`config.mk`:
```
export PLATFORM = sky130hd
export DESIGN_NAME = battery_monitor_alarm_unit
export DESIGN_NICKNAME = d
export VERILOG_FILES = /design/src/design/bma_pkg.sv /design/src/design/battery_monitor_alarm_unit.sv /design/src/design/bma_ram.sv
export SDC_FILE = /design/constraint.sdc
export NUM_CORES = 2
export LEC_CHECK = 0
export BUFFER_PORTS_ARGS = -buffer_cell sky130_fd_sc_hd__buf_2
export CAP_MARGIN = 20
export CORE_MARGIN = 1
export CORE_UTILIZATION = 23
export DETAILED_ROUTE_END_ITERATION = 7
export GPL_ROUTABILITY_DRIVEN = 0
export HOLD_SLACK_MARGIN = 0.08
export PLACE_DENSITY = 0.39
export SLEW_MARGIN = 20
export SYNTH_ARGS = -nofsm -noshare
export SYNTH_HDL_FRONTEND = slang
export SYNTH_SLANG_ARGS = --single-unit
```
`constraint.sdc`:
```
create_clock -name clk -period 7.7 [get_ports clk]
set_input_delay 0.77 -clock clk [delete_from_list [all_inputs] [get_ports clk]]
set_output_delay 0.77 -clock clk [all_outputs]
set_load 0.01 [all_outputs]
```
`src/design/bma_pkg.sv`:
```
`default_nettype none
// ---------------------------------------------------------------------------
// bma_pkg: shared types and constants for the battery monitor alarm unit
// Request payloads, register indexes, reset values and alarm stage codes.
// ---------------------------------------------------------------------------
package bma_pkg;

  localparam int MV_W      = 14;
  localparam int CFG_IDX_W = 3;
  localparam int STAGE_W   = 2;

  // Configuration register indexes
  localparam logic [CFG_IDX_W-1:0] REG_BASE     = 3'd0;
  localparam logic [CFG_IDX_W-1:0] REG_FULL     = 3'd1;
  localparam logic [CFG_IDX_W-1:0] REG_WARN     = 3'd2;
  localparam logic [CFG_IDX_W-1:0] REG_CUTOFF   = 3'd3;
  localparam logic [CFG_IDX_W-1:0] REG_RECHARGE = 3'd4;

  // Register reset values (mV)
  localparam logic [MV_W-1:0] BASE_RST   = 14'd11500;
  localparam logic [MV_W-1:0] FULL_RST   = 14'd12600;
  localparam logic [MV_W-1:0] WARN_RST   = 14'd10500;
  localparam logic [MV_W-1:0] CUTOFF_RST = 14'd10000;

  // Alarm stage codes
  localparam logic [STAGE_W-1:0] STAGE_NONE = 2'd0;
  localparam logic [STAGE_W-1:0] STAGE_HIT  = 2'd1;
  localparam logic [STAGE_W-1:0] STAGE_DONE = 2'd2;

  typedef struct packed {
    logic [MV_W-1:0] reading_mv;
    logic            beacon_seen;
  } in_item_t;

  typedef struct packed {
    logic [MV_W-1:0]    filtered_mv;
    logic               buzzer_on;
    logic               recharge_allowed;
    logic [STAGE_W-1:0] warn_stage;
    logic [STAGE_W-1:0] cutoff_stage;
  } out_item_t;

endpackage

`default_nettype wire

```
`src/design/battery_monitor_alarm_unit.sv`:
```
`default_nettype none
// ---------------------------------------------------------------------------
// battery_monitor_alarm_unit: moving-average battery filter with two-stage
// low-voltage alarm, buzzer pulse and sticky recharge latch.
// ---------------------------------------------------------------------------
// Stages: window RAM read, sum update + write-back, reciprocal multiply and
//   alarm logic. Throughput: one request per cycle while in_stall is low; the
//   window RAM takes one read and one write per cycle and the write of a
//   request lands before its entry is reused.
// Reset (sync, rst_n low): registers to defaults, pipeline and output queue
//   empty, alarms idle. The window RAM is not swept: until the write pointer
//   completes its first lap, old samples read as base_mv captured at the
//   first request.
module battery_monitor_alarm_unit #(
  parameter int WINDOW_LEN = 100,
  parameter int BUZZ_LEN   = 5
) (
  input  wire logic                               clk,
  input  wire logic                               rst_n,
  // input requests
  input  wire logic                               in_valid,
  output logic                                    in_stall,
  input  wire bma_pkg::in_item_t                  in_data,
  // results
  output logic                                    out_valid,
  input  wire logic                               out_stall,
  output bma_pkg::out_item_t                      out_data,
  // configuration writes
  input  wire logic                               cfg_valid,
  output logic                                    cfg_ready,
  input  wire logic [bma_pkg::CFG_IDX_W-1:0]      cfg_index,
  input  wire logic [bma_pkg::MV_W-1:0]           cfg_data
);

  localparam int MV_W    = bma_pkg::MV_W;
  localparam int PTR_W   = $clog2(WINDOW_LEN);
  // Sum of WINDOW_LEN 14-bit samples
  localparam int SUM_W   = PTR_W + MV_W;
  // Exact divide by WINDOW_LEN: avg = (sum * RECIP) >> SHIFT for every sum
  // below 2^SUM_W, since the reciprocal error times the sum stays under 2^SHIFT.
  localparam int SHIFT   = 2 * PTR_W + MV_W;
  localparam int RCP_W   = SUM_W + 1;
  localparam int PROD_W  = SUM_W + RCP_W;
  localparam logic [RCP_W-1:0] RECIP =
    RCP_W'(((64'd1 << SHIFT) + 64'(WINDOW_LEN - 1)) / 64'(WINDOW_LEN));
  localparam logic [PTR_W-1:0] PTR_LAST = PTR_W'(WINDOW_LEN - 1);
  localparam int BZ_W    = $clog2(BUZZ_LEN + 1);
  localparam logic [BZ_W-1:0] BUZZ_END = BZ_W'(BUZZ_LEN);
  // Output queue: deep enough to hold every request in flight
  localparam int FIFO_DEPTH = 8;
  localparam int FIFO_AW    = $clog2(FIFO_DEPTH);
  localparam int CRED_W     = FIFO_AW + 2;

  // ---------------- configuration registers ----------------
  logic [MV_W-1:0] base_r, full_r, warn_r, cut_r;
  logic            rch_present_r;

  assign cfg_ready = 1'b1;

  always_ff @(posedge clk) begin
    if (!rst_n) begin
      base_r        <= bma_pkg::BASE_RST;
      full_r        <= bma_pkg::FULL_RST;
      warn_r        <= bma_pkg::WARN_RST;
      cut_r         <= bma_pkg::CUTOFF_RST;
      rch_present_r <= 1'b0;
    end else if (cfg_valid && cfg_ready) begin
      case (cfg_index)
        bma_pkg::REG_BASE:     base_r        <= cfg_data;
        bma_pkg::REG_FULL:     full_r        <= cfg_data;
        bma_pkg::REG_WARN:     warn_r        <= cfg_data;
        bma_pkg::REG_CUTOFF:   cut_r         <= cfg_data;
        bma_pkg::REG_RECHARGE: rch_present_r <= cfg_data[0];
        default: ;
      endcase
    end
  end

  // ---------------- stage A: accept, issue window read ----------------
  logic in_acc;
  logic [PTR_W-1:0] ptr_r;
  logic             lap_r;      // pointer has wrapped at least once
  logic             started_r;  // first request seen since reset
  logic [MV_W-1:0]  base_fill_r;

  assign in_acc = in_valid && !in_stall;

  always_ff @(posedge clk) begin
    if (!rst_n) begin
      ptr_r     <= '0;
      lap_r     <= 1'b0;
      started_r <= 1'b0;
    end else if (in_acc) begin
      started_r <= 1'b1;
      if (ptr_r == PTR_LAST) begin
        ptr_r <= '0;
        lap_r <= 1'b1;
      end else begin
        ptr_r <= ptr_r + PTR_W'(1);
      end
    end
  end

  // base_mv is sampled once, at the first request after reset
  always_ff @(posedge clk) begin
    if (in_acc && !started_r) begin
      base_fill_r <= base_r;
    end
  end

  // ---------------- stage B: old sample in, sum update, write-back --------
  logic                b_valid_r;
  bma_pkg::in_item_t   b_item_r;
  logic                b_fresh_r;   // entry not yet written this lap
  logic [PTR_W-1:0]    b_addr_r;
  logic [MV_W-1:0]     ram_rdata;
  logic [MV_W-1:0]     old_mv;
  logic [SUM_W-1:0]    sum_r, sum_nxt;

  always_ff @(posedge clk) begin
    if (!rst_n) begin
      b_valid_r <= 1'b0;
    end else begin
      b_valid_r <= in_acc;
    end
  end

  always_ff @(posedge clk) begin
    if (in_acc) begin
      b_item_r  <= in_data;
      b_fresh_r <= !lap_r;
      b_addr_r  <= ptr_r;
    end
  end

  bma_ram #(
    .WIDTH (MV_W),
    .DEPTH (WINDOW_LEN)
  ) u_window (
    .clk   (clk),
    .we    (b_valid_r),
    .waddr (b_addr_r),
    .wdata (b_item_r.reading_mv),
    .re    (in_acc),
    .raddr (ptr_r),
    .rdata (ram_rdata)
  );

  assign old_mv  = b_fresh_r ? base_fill_r : ram_rdata;
  assign sum_nxt = sum_r - SUM_W'(old_mv) + SUM_W'(b_item_r.reading_mv);

  // First request seeds the sum with WINDOW_LEN copies of base_mv; no other
  // request is in flight at that point.
  always_ff @(posedge clk) begin
    if (b_valid_r) begin
      sum_r <= sum_nxt;
    end else if (in_acc && !started_r) begin
      sum_r <= SUM_W'(SUM_W'(base_r) * SUM_W'(WINDOW_LEN));
    end
  end

  // ---------------- stage C: reciprocal multiply ----------------
  logic              c_valid_r, c_beacon_r;
  logic              d_valid_r, d_beacon_r;
  logic [PROD_W-1:0] d_prod_r;

  always_ff @(posedge clk) begin
    if (!rst_n) begin
      c_valid_r <= 1'b0;
      d_valid_r <= 1'b0;
    end else begin
      c_valid_r <= b_valid_r;
      d_valid_r <= c_valid_r;
    end
  end

  always_ff @(posedge clk) begin
    if (b_valid_r) begin
      c_beacon_r <= b_item_r.beacon_seen;
    end
    if (c_valid_r) begin
      d_beacon_r <= c_beacon_r;
      d_prod_r   <= PROD_W'(sum_r) * PROD_W'(RECIP);
    end
  end

  // ---------------- stage D: alarm, buzzer, recharge ----------------
  logic [BZ_W-1:0]             buzz_r, buzz_nxt, buzz_start;
  logic [bma_pkg::STAGE_W-1:0] warn_cnt_r, warn_cnt_nxt, warn_aged;
  logic [bma_pkg::STAGE_W-1:0] cut_cnt_r, cut_cnt_nxt, cut_aged;
  logic                        rch_r, rch_nxt;
  logic [MV_W-1:0]             avg_mv, filt_mv;
  bma_pkg::out_item_t          res;

  assign avg_mv = d_prod_r[SHIFT +: MV_W];

  always_comb begin
    // a stage that just hit restarts the buzzer pulse
    if (warn_cnt_r == bma_pkg::STAGE_HIT || cut_cnt_r == bma_pkg::STAGE_HIT) begin
      buzz_start = '0;
    end else begin
      buzz_start = buzz_r;
    end
    buzz_nxt = (buzz_start < BUZZ_END) ? buzz_start + BZ_W'(1) : buzz_start;

    rch_nxt = rch_r | (rch_present_r & (avg_mv < cut_r) & d_beacon_r);

    warn_aged = (warn_cnt_r == bma_pkg::STAGE_HIT) ? bma_pkg::STAGE_DONE : warn_cnt_r;
    cut_aged  = (cut_cnt_r == bma_pkg::STAGE_HIT) ? bma_pkg::STAGE_DONE : cut_cnt_r;

    warn_cnt_nxt = warn_aged;
    cut_cnt_nxt  = cut_aged;
    filt_mv      = avg_mv;
    if (avg_mv >= full_r) begin
      filt_mv = full_r;
    end else if (avg_mv >= cut_r && avg_mv < warn_r && warn_aged < bma_pkg::STAGE_DONE) begin
      warn_cnt_nxt = warn_aged + bma_pkg::STAGE_W'(1);
    end else if (avg_mv < cut_r && cut_aged < bma_pkg::STAGE_DONE) begin
      cut_cnt_nxt = cut_aged + bma_pkg::STAGE_W'(1);
    end

    res.filtered_mv      = filt_mv;
    res.buzzer_on        = (buzz_nxt < BUZZ_END);
    res.recharge_allowed = rch_nxt;
    res.warn_stage       = warn_cnt_nxt;
    res.cutoff_stage     = cut_cnt_nxt;
  end

  always_ff @(posedge clk) begin
    if (!rst_n) begin
      buzz_r     <= BUZZ_END;
      warn_cnt_r <= bma_pkg::STAGE_NONE;
      cut_cnt_r  <= bma_pkg::STAGE_NONE;
      rch_r      <= 1'b0;
    end else if (d_valid_r) begin
      buzz_r     <= buzz_nxt;
      warn_cnt_r <= warn_cnt_nxt;
      cut_cnt_r  <= cut_cnt_nxt;
      rch_r      <= rch_nxt;
    end
  end

  // ---------------- output queue ----------------
  // Input is stalled once queued plus in-flight requests fill the queue,
  // so the pipeline never has to stop.
  bma_pkg::out_item_t fifo_mem [FIFO_DEPTH];
  logic [FIFO_AW-1:0] wr_ptr_r, rd_ptr_r;
  logic [FIFO_AW:0]   cnt_r;
  logic               pop;
  logic [CRED_W-1:0]  credits;

  assign pop       = out_valid && !out_stall;
  assign out_valid = (cnt_r != '0);
  assign out_data  = fifo_mem[rd_ptr_r];
  assign credits   = CRED_W'(cnt_r) + CRED_W'(b_valid_r) + CRED_W'(c_valid_r)
                   + CRED_W'(d_valid_r);
  assign in_stall  = (credits >= CRED_W'(FIFO_DEPTH));

  always_ff @(posedge clk) begin
    if (d_valid_r) begin
      fifo_mem[wr_ptr_r] <= res;
    end
  end

  always_ff @(posedge clk) begin
    if (!rst_n) begin
      wr_ptr_r <= '0;
      rd_ptr_r <= '0;
      cnt_r    <= '0;
    end else begin
      if (d_valid_r) begin
        wr_ptr_r <= wr_ptr_r + FIFO_AW'(1);
      end
      if (pop) begin
        rd_ptr_r <= rd_ptr_r + FIFO_AW'(1);
      end
      cnt_r <= cnt_r + (FIFO_AW+1)'(d_valid_r) - (FIFO_AW+1)'(pop);
    end
  end

endmodule

`default_nettype wire

```
`src/design/bma_ram.sv`:
```
`default_nettype none
// ---------------------------------------------------------------------------
// bma_ram: generic single-port-write, single-port-read RAM
// One write and one registered read per cycle; no reset on contents.
// ---------------------------------------------------------------------------
module bma_ram #(
  parameter int WIDTH = 14,
  parameter int DEPTH = 100
) (
  input  wire logic                     clk,
  input  wire logic                     we,
  input  wire logic [$clog2(DEPTH)-1:0] waddr,
  input  wire logic [WIDTH-1:0]         wdata,
  input  wire logic                     re,
  input  wire logic [$clog2(DEPTH)-1:0] raddr,
  output logic      [WIDTH-1:0]         rdata
);

  logic [WIDTH-1:0] mem [DEPTH];

  always_ff @(posedge clk) begin
    if (we) begin
      mem[waddr] <= wdata;
    end
    if (re) begin
      rdata <= mem[raddr];
    end
  end

endmodule

`default_nettype wire

```
# --- After elaboration in Yosys (flattened, before gate mapping) ---
# Memories as Yosys holds them, arrays and structs flattened. A register that Yosys moved wholly into a read port is not among the register bits.
# Cells that the tools add are included.
totals:
  register_bits: 189
  latch_bits: 0
  romBits: 0
  mem_bits_rw: 1560
  memories: 2
  inputBits: 37
  wordCells: 103
  output_inout_bits: 23
op_classes:
  addsub: 13
  multipliers: 2
  eq_ne: 7
  n_lt_le_gt_ge: 9
  shifts: 0
  div_mod_pow: 0
  n_mux: 20
  reduce_logical: 20
  bitwise: 3
memory_table:
  columns: ["name", "words", "width", "read_ports", "rd_ports_with_merged_regs", "write_ports", "line_no", "rtl"]
  rows:
  - ["u_window.mem", 100, 14, 1, 1, 1, "bma_ram.sv:19", "logic [WIDTH-1:0] mem [DEPTH];"]
  - ["fifo_mem", 8, 20, 1, 1, 1, "battery_monitor_alarm_unit.sv:246", "bma_pkg::out_item_t fifo_mem [FIFO_DEPTH];"]
op_table:
  columns: ["operator", "n"]
  rows:
  - ["$mul A21 B22 Y42 const B", 1]
  - ["$mux W21", 2]
  - ["$ge A14 B14 Y1", 2]
  - ["$lt A14 B14 Y1", 2]
  - ["$mux W14", 2]
  - ["$add A21 B14 Y21", 1]
  - ["$sub A21 B14 Y21", 1]
  - ["$mul A14 B5 Y19 const B", 1]
  - ["$mux W2", 7]
  - ["$mux W3", 4]
  - ["$reduce_and A2 Y1", 6]
  - ["$add A5 B1 Y5", 2]
  - ["$add A3 B1 Y3 const B", 3]
  - ["$add A7 B1 Y7 const B", 1]
  - ["$eq A7 B7 Y1 const B", 1]
  - ["$mux W7", 1]
  - ["$eq A3 B2 Y1 const B", 2]
  - ["$logic_and A1 B1 Y1", 6]
  - ["$lt A3 B3 Y1 const B", 2]
  - ["$add A4 B1 Y5", 1]
  - ["$ge A5 B4 Y1 const B", 1]
  - ["$add A2 B1 Y2 const B", 2]
  - ["$add A4 B1 Y4", 1]
  - ["$eq A2 B1 Y1 const B", 2]
  - ["other kinds (12)", 20]

# --- Logic depth before layout (Yosys ltp) ---
depth:
  word_depth: 9
  mapped_depth: 24
  depth_no_buf: 24

# --- Modules after synthesis ---
# Synthesis repeated with hierarchy kept, for this count alone.
hier_totals:
  cells_unflattened: 4385
  area_unflattened_um2: 78008.6
by_module_without_submodules:
  columns: ["mod", "area_each_um2", "n_inst", "seq_area_each_um2", "cells_each"]
  rows:
  - ["bma_ram", 54283.3, 1, 42460.7, 2330]
  - ["battery_monitor_alarm_unit", 23725.3, 1, 8828.5, 2055]

# --- Worst setup path before layout ---
# No wires, ideal clock.
synth_path:
  path_kind: "register -> register"
  start: "reg sum_r[4]"
  end: "reg d_prod_r[34] (data pin)"
  synth_period_minus_slack_ns: 6.135
  required_ns: 7.442
  setup_time_ns: 0.258
  arrival_ns: 5.878
  slack_ns: 1.565
  stages_incl_launch_ff: 21
  n_path_buf: 0
  path_cell_list: "edfxtp_1 inv_1 fa_1 fa_1 fa_1 fa_1 fa_1 inv_1 fa_1 inv_1 fa_1 inv_1 ha_1 nand3_1 o22ai_1 o41ai_1 o21ai_1 a2111oi_0 nor3_1 a21oi_1 xnor2_1"
synth_via:
  elab_chain_len: 1
synth_rtl:
  columns: ["item", "line_no", "rtl"]
  rows:
  - ["start: declaration", "battery_monitor_alarm_unit.sv:118", "logic [SUM_W-1:0] sum_r, sum_nxt;"]
  - ["start signal: assignment", "battery_monitor_alarm_unit.sv:156", "sum_r <= sum_nxt;"]
  - ["start signal: assignment", "battery_monitor_alarm_unit.sv:158", "sum_r <= SUM_W'(SUM_W'(base_r) * SUM_W'(WINDOW_LEN));"]
  - ["$mul A21 B22 Y42", "battery_monitor_alarm_unit.sv:183", "d_prod_r <= PROD_W'(sum_r) * PROD_W'(RECIP);"]
  - ["end signal: assignment", "battery_monitor_alarm_unit.sv:183", null]
  - ["end: declaration", "battery_monitor_alarm_unit.sv:165", "logic [PROD_W-1:0] d_prod_r;"]
# Every way passes these cells.
# A chain may end at the register's enable or synchronous reset.

# --- Final worst setup path ---
# Same ends and word-level chain as after synthesis.

==> flow_summary.yaml <==
clocking:
  cts.sinks: 1738
  ctsResizeCount: 0
  clockBufferDepth: 4
  cts-htree-levels: 4
  cts_inserted_buffers: 195
  postCtsSetupRepairBufs: 0
  cts_tree: "done"
  root_buffer: "clkbuf_16"
  hold_buffers: 15
  insertion_delay_ns: 0.86
  path_clk_slew_ns: 0.06
job:
  drv_cap: 0
global_route:
  antenna_found_initial: 3
  grt_max_degree: 93
  grt_use_total_pct: 12.7
  grt-ovfl-total: 0
  grt_pass1_wl_microns: 314000
  grt_pass1_vias: 42100
floorplan:
  io_pins: 60
  rows: 213
  die_width_microns: 584
  initial_core_util_pct: 23.1
  die_height_microns: 584
  die-area_sq_mm: 0.341
  core_sq_mm: 0.337
synth:
  synth_cell_types: 72
  ys_seq_area_share_pct: 65.9
  synth.avg_cell_area_sq_um: 17.7
  ys_warn_count: 0
  syn_area_sq_mm: 0.0778
  synth_nets: 4946
  ys_ff_latch: 1738
  ys.flop_type: "edfxtp_1"
  synth_edf_count: 1648
  synth-async-reset-ratio_pct: 0
  syn_inst: 4406
timing:
  hold_violations: 0
  rsz0062_at_grt: "false"
  setup-tns-final_ns: 0
  fin_crit_ns: 6.99
  fin_crit_sh_pct: 90.8
  final_max_slew_viol_count: 0
  max_freq_mhz: 143
  skew_ns: 0.0654
  worst_pin_slew_ns: 1.13
  slew_headroom_pct: 24.1
  setup_viol: 0
layout:
  synthToLayoutAreaGrowth_pct: 16.1
  drive_above_1_share_pct: 20.3
  post-route-util_pct: 26.9
  nets: 5214
  final_cells: 9330
placed_design:
  portBuffers: 58
  post-dp-hpwl_microns: 139000
  placedCellCount: 8977
critical_path:
  cp_data_arrival_time_ns: 7.54
  cp-start-kind: "flip-flop"
  cp_cell_sequence: "inv_1 -> fa_1 -> fa_1 -> fa_1 -> fa_1 -> fa_1 -> inv_1 -> fa_1 -> inv_1 -> fa_1 -> inv_1 -> ha_1 -> nand3_1 -> o22ai_1 -> o41ai_1 -> o21ai_1 -> a2111oi_0 -> nor3_1 -> a21oi_1 -> xnor2_1"
  crit_path_top_delay_cell: "a2111oi_0"
  cp-end-kind: "flip-flop"
  critPathMaxFanout: 7
  cp_common_cell: "fa_1"
  crit_path_max_incr_delay_ns: 0.57
  crit_type: "flip-flop to flip-flop"
  required_ns: 8.25
routing:
  drtIter0Drc: 2459
  dr.pass1.iters: 5
  vias: 39200
  antenna_left: 0
  finalWirelength_microns: 218000
  post_drt_via_cell_ratio: 4.20
  drc: 0
  routedWlPerCell_microns: 23.3
outcome:
  status: "finished, final reports clean"
worst_hold_path:
  hold_class: "primary input to flip-flop"
==> flip-flops by register name, indices dropped and copies added (netlist names), 2 cells and up, named ones only <==
register / flops
d_prod_r: 14
fifo_mem: 160
base_r: 14
ptr_r: 7
b_item_r: 15
u_window.rdata: 14
b_addr_r: 7
cnt_r: 4
buzz_r: 3
full_r: 14
u_window.mem: 1400
rd_ptr_r: 3
base_fill_r: 14
sum_r: 21
warn_r: 14
warn_cnt_r: 2
wr_ptr_r: 3
cut_cnt_r: 2
cut_r: 14
==> final timing paths <==
path / cells past startpoint / endpoint / start / slack (ns)
min: 3 / cut_r[12]$_SDFFE_PN0P_ / cfg_data[12] / 0.30
max reg2reg: 20 / d_prod_r[34]$_DFFE_PP_ / sum_r[4]$_DFFE_PP_ / 0.71
max: 20 / d_prod_r[34]$_DFFE_PP_ / sum_r[4]$_DFFE_PP_ / 0.71
min reg2reg: 0 / c_beacon_r$_DFFE_PP_ / b_item_r[0]$_DFFE_PP_ / 0.42
==> cells in the final DEF, fill, tap and decap left out, types with 92 or more instances in the layout <==
master	netlist	routed
a21oi_1	92	92
buf_4	22	167
clkbuf_16	0	199
edfxtp_1	1648	1648
fa_1	181	181
ha_1	322	322
inv_1	378	378
mux2i_1	136	136
mux4_2	398	398
nand2_1	170	170
nor2_1	181	166
==> layout make-up <==
| cell class | instances | area [sq um] |
|---|---|---|
| Fill cell | 33900 | 246000 |
| Sequential cell | 1738 | 51300 |
| Multi-Input combinational cell | 2113 | 24400 |
| Tap cell | 4515 | 5650 |
| Clock buffer | 258 | 5260 |
| Timing Repair Buffer | 248 | 1870 |
| Inverter | 378 | 1420 |
| Clock inverter | 78 | 485 |
| Antenna cell | 2 | 5.00 |
==> stage by stage <==
step	hold slack, ns	setup WS, ns	instance area (sq um)
6_report	0.296	0.711	90400
4_1_cts	0.215	0.673	90400
3_5_place_dp	0.406	0.669	84500
2_1_floorplan	0.400	1.56	77800
5_1_grt	0.256	0.239	90400
3_3_place_gp	0.401	0.756	84500
==> synthesized netlist by cell type (18+ instances only) <==
cell type	n	area share, %
buf_4	22	0.21
edfxtp_1	1648	64
a21o_1	18	0.17
nand2b_1	21	0.17
ha_1	322	5.2
mux4_2	398	12
a21oi_1	92	0.59
o22ai_1	21	0.17
a211oi_1	66	0.64
o211ai_1	29	0.28
inv_1	378	1.8
a21boi_0	34	0.33
dfxtp_1	90	2.3
nor3_1	49	0.32
nor2b_1	36	0.29
nand3_1	28	0.18
o21ai_1	23	0.15
xnor2_1	40	0.45
buf_2	41	0.26
fa_1	181	4.7
clkbuf_1	91	0.44
nor2_1	181	0.87
mux2i_1	136	1.7
mux2_2	40	0.58
nand2_1	170	0.82
o21ai_0	68	0.44
==> critical path, delay by kind of cell, from the launching register on <==
| kind | cells | cell delay [ns] |
|---|---|---|
| buf+inv | 4 | 0.38 |
| fa+ha+maj | 8 | 3.87 |
| flops | 1 | 0.55 |
| xor+xnor | 1 | 0.08 |
| compound gates | 5 | 1.58 |
| simple gates | 2 | 0.28 |
==> cell families after synthesis <==
group,synth area share (%)
other,0.00482
xor gates and xnor gates,0.630
muxes,13.9
AOI/OAI and AO/OA,3.53
DFF,65.9
adders and majority gates,9.83
buffers and inverters,2.94
and+or+nand+nor,3.30
==> routing by layer <==
layer | global-route usage, % | wire [microns]
met5 | 0 | 0
met2 | 21.6 | 106000
met1 | 17.0 | 99500
met4 | 2.95 | 4570
met3 | 1.80 | 7270
Power is left out: the tool's default activity adds up to more than one toggle a clock period on the data nets, which glitch-free logic cannot reach.
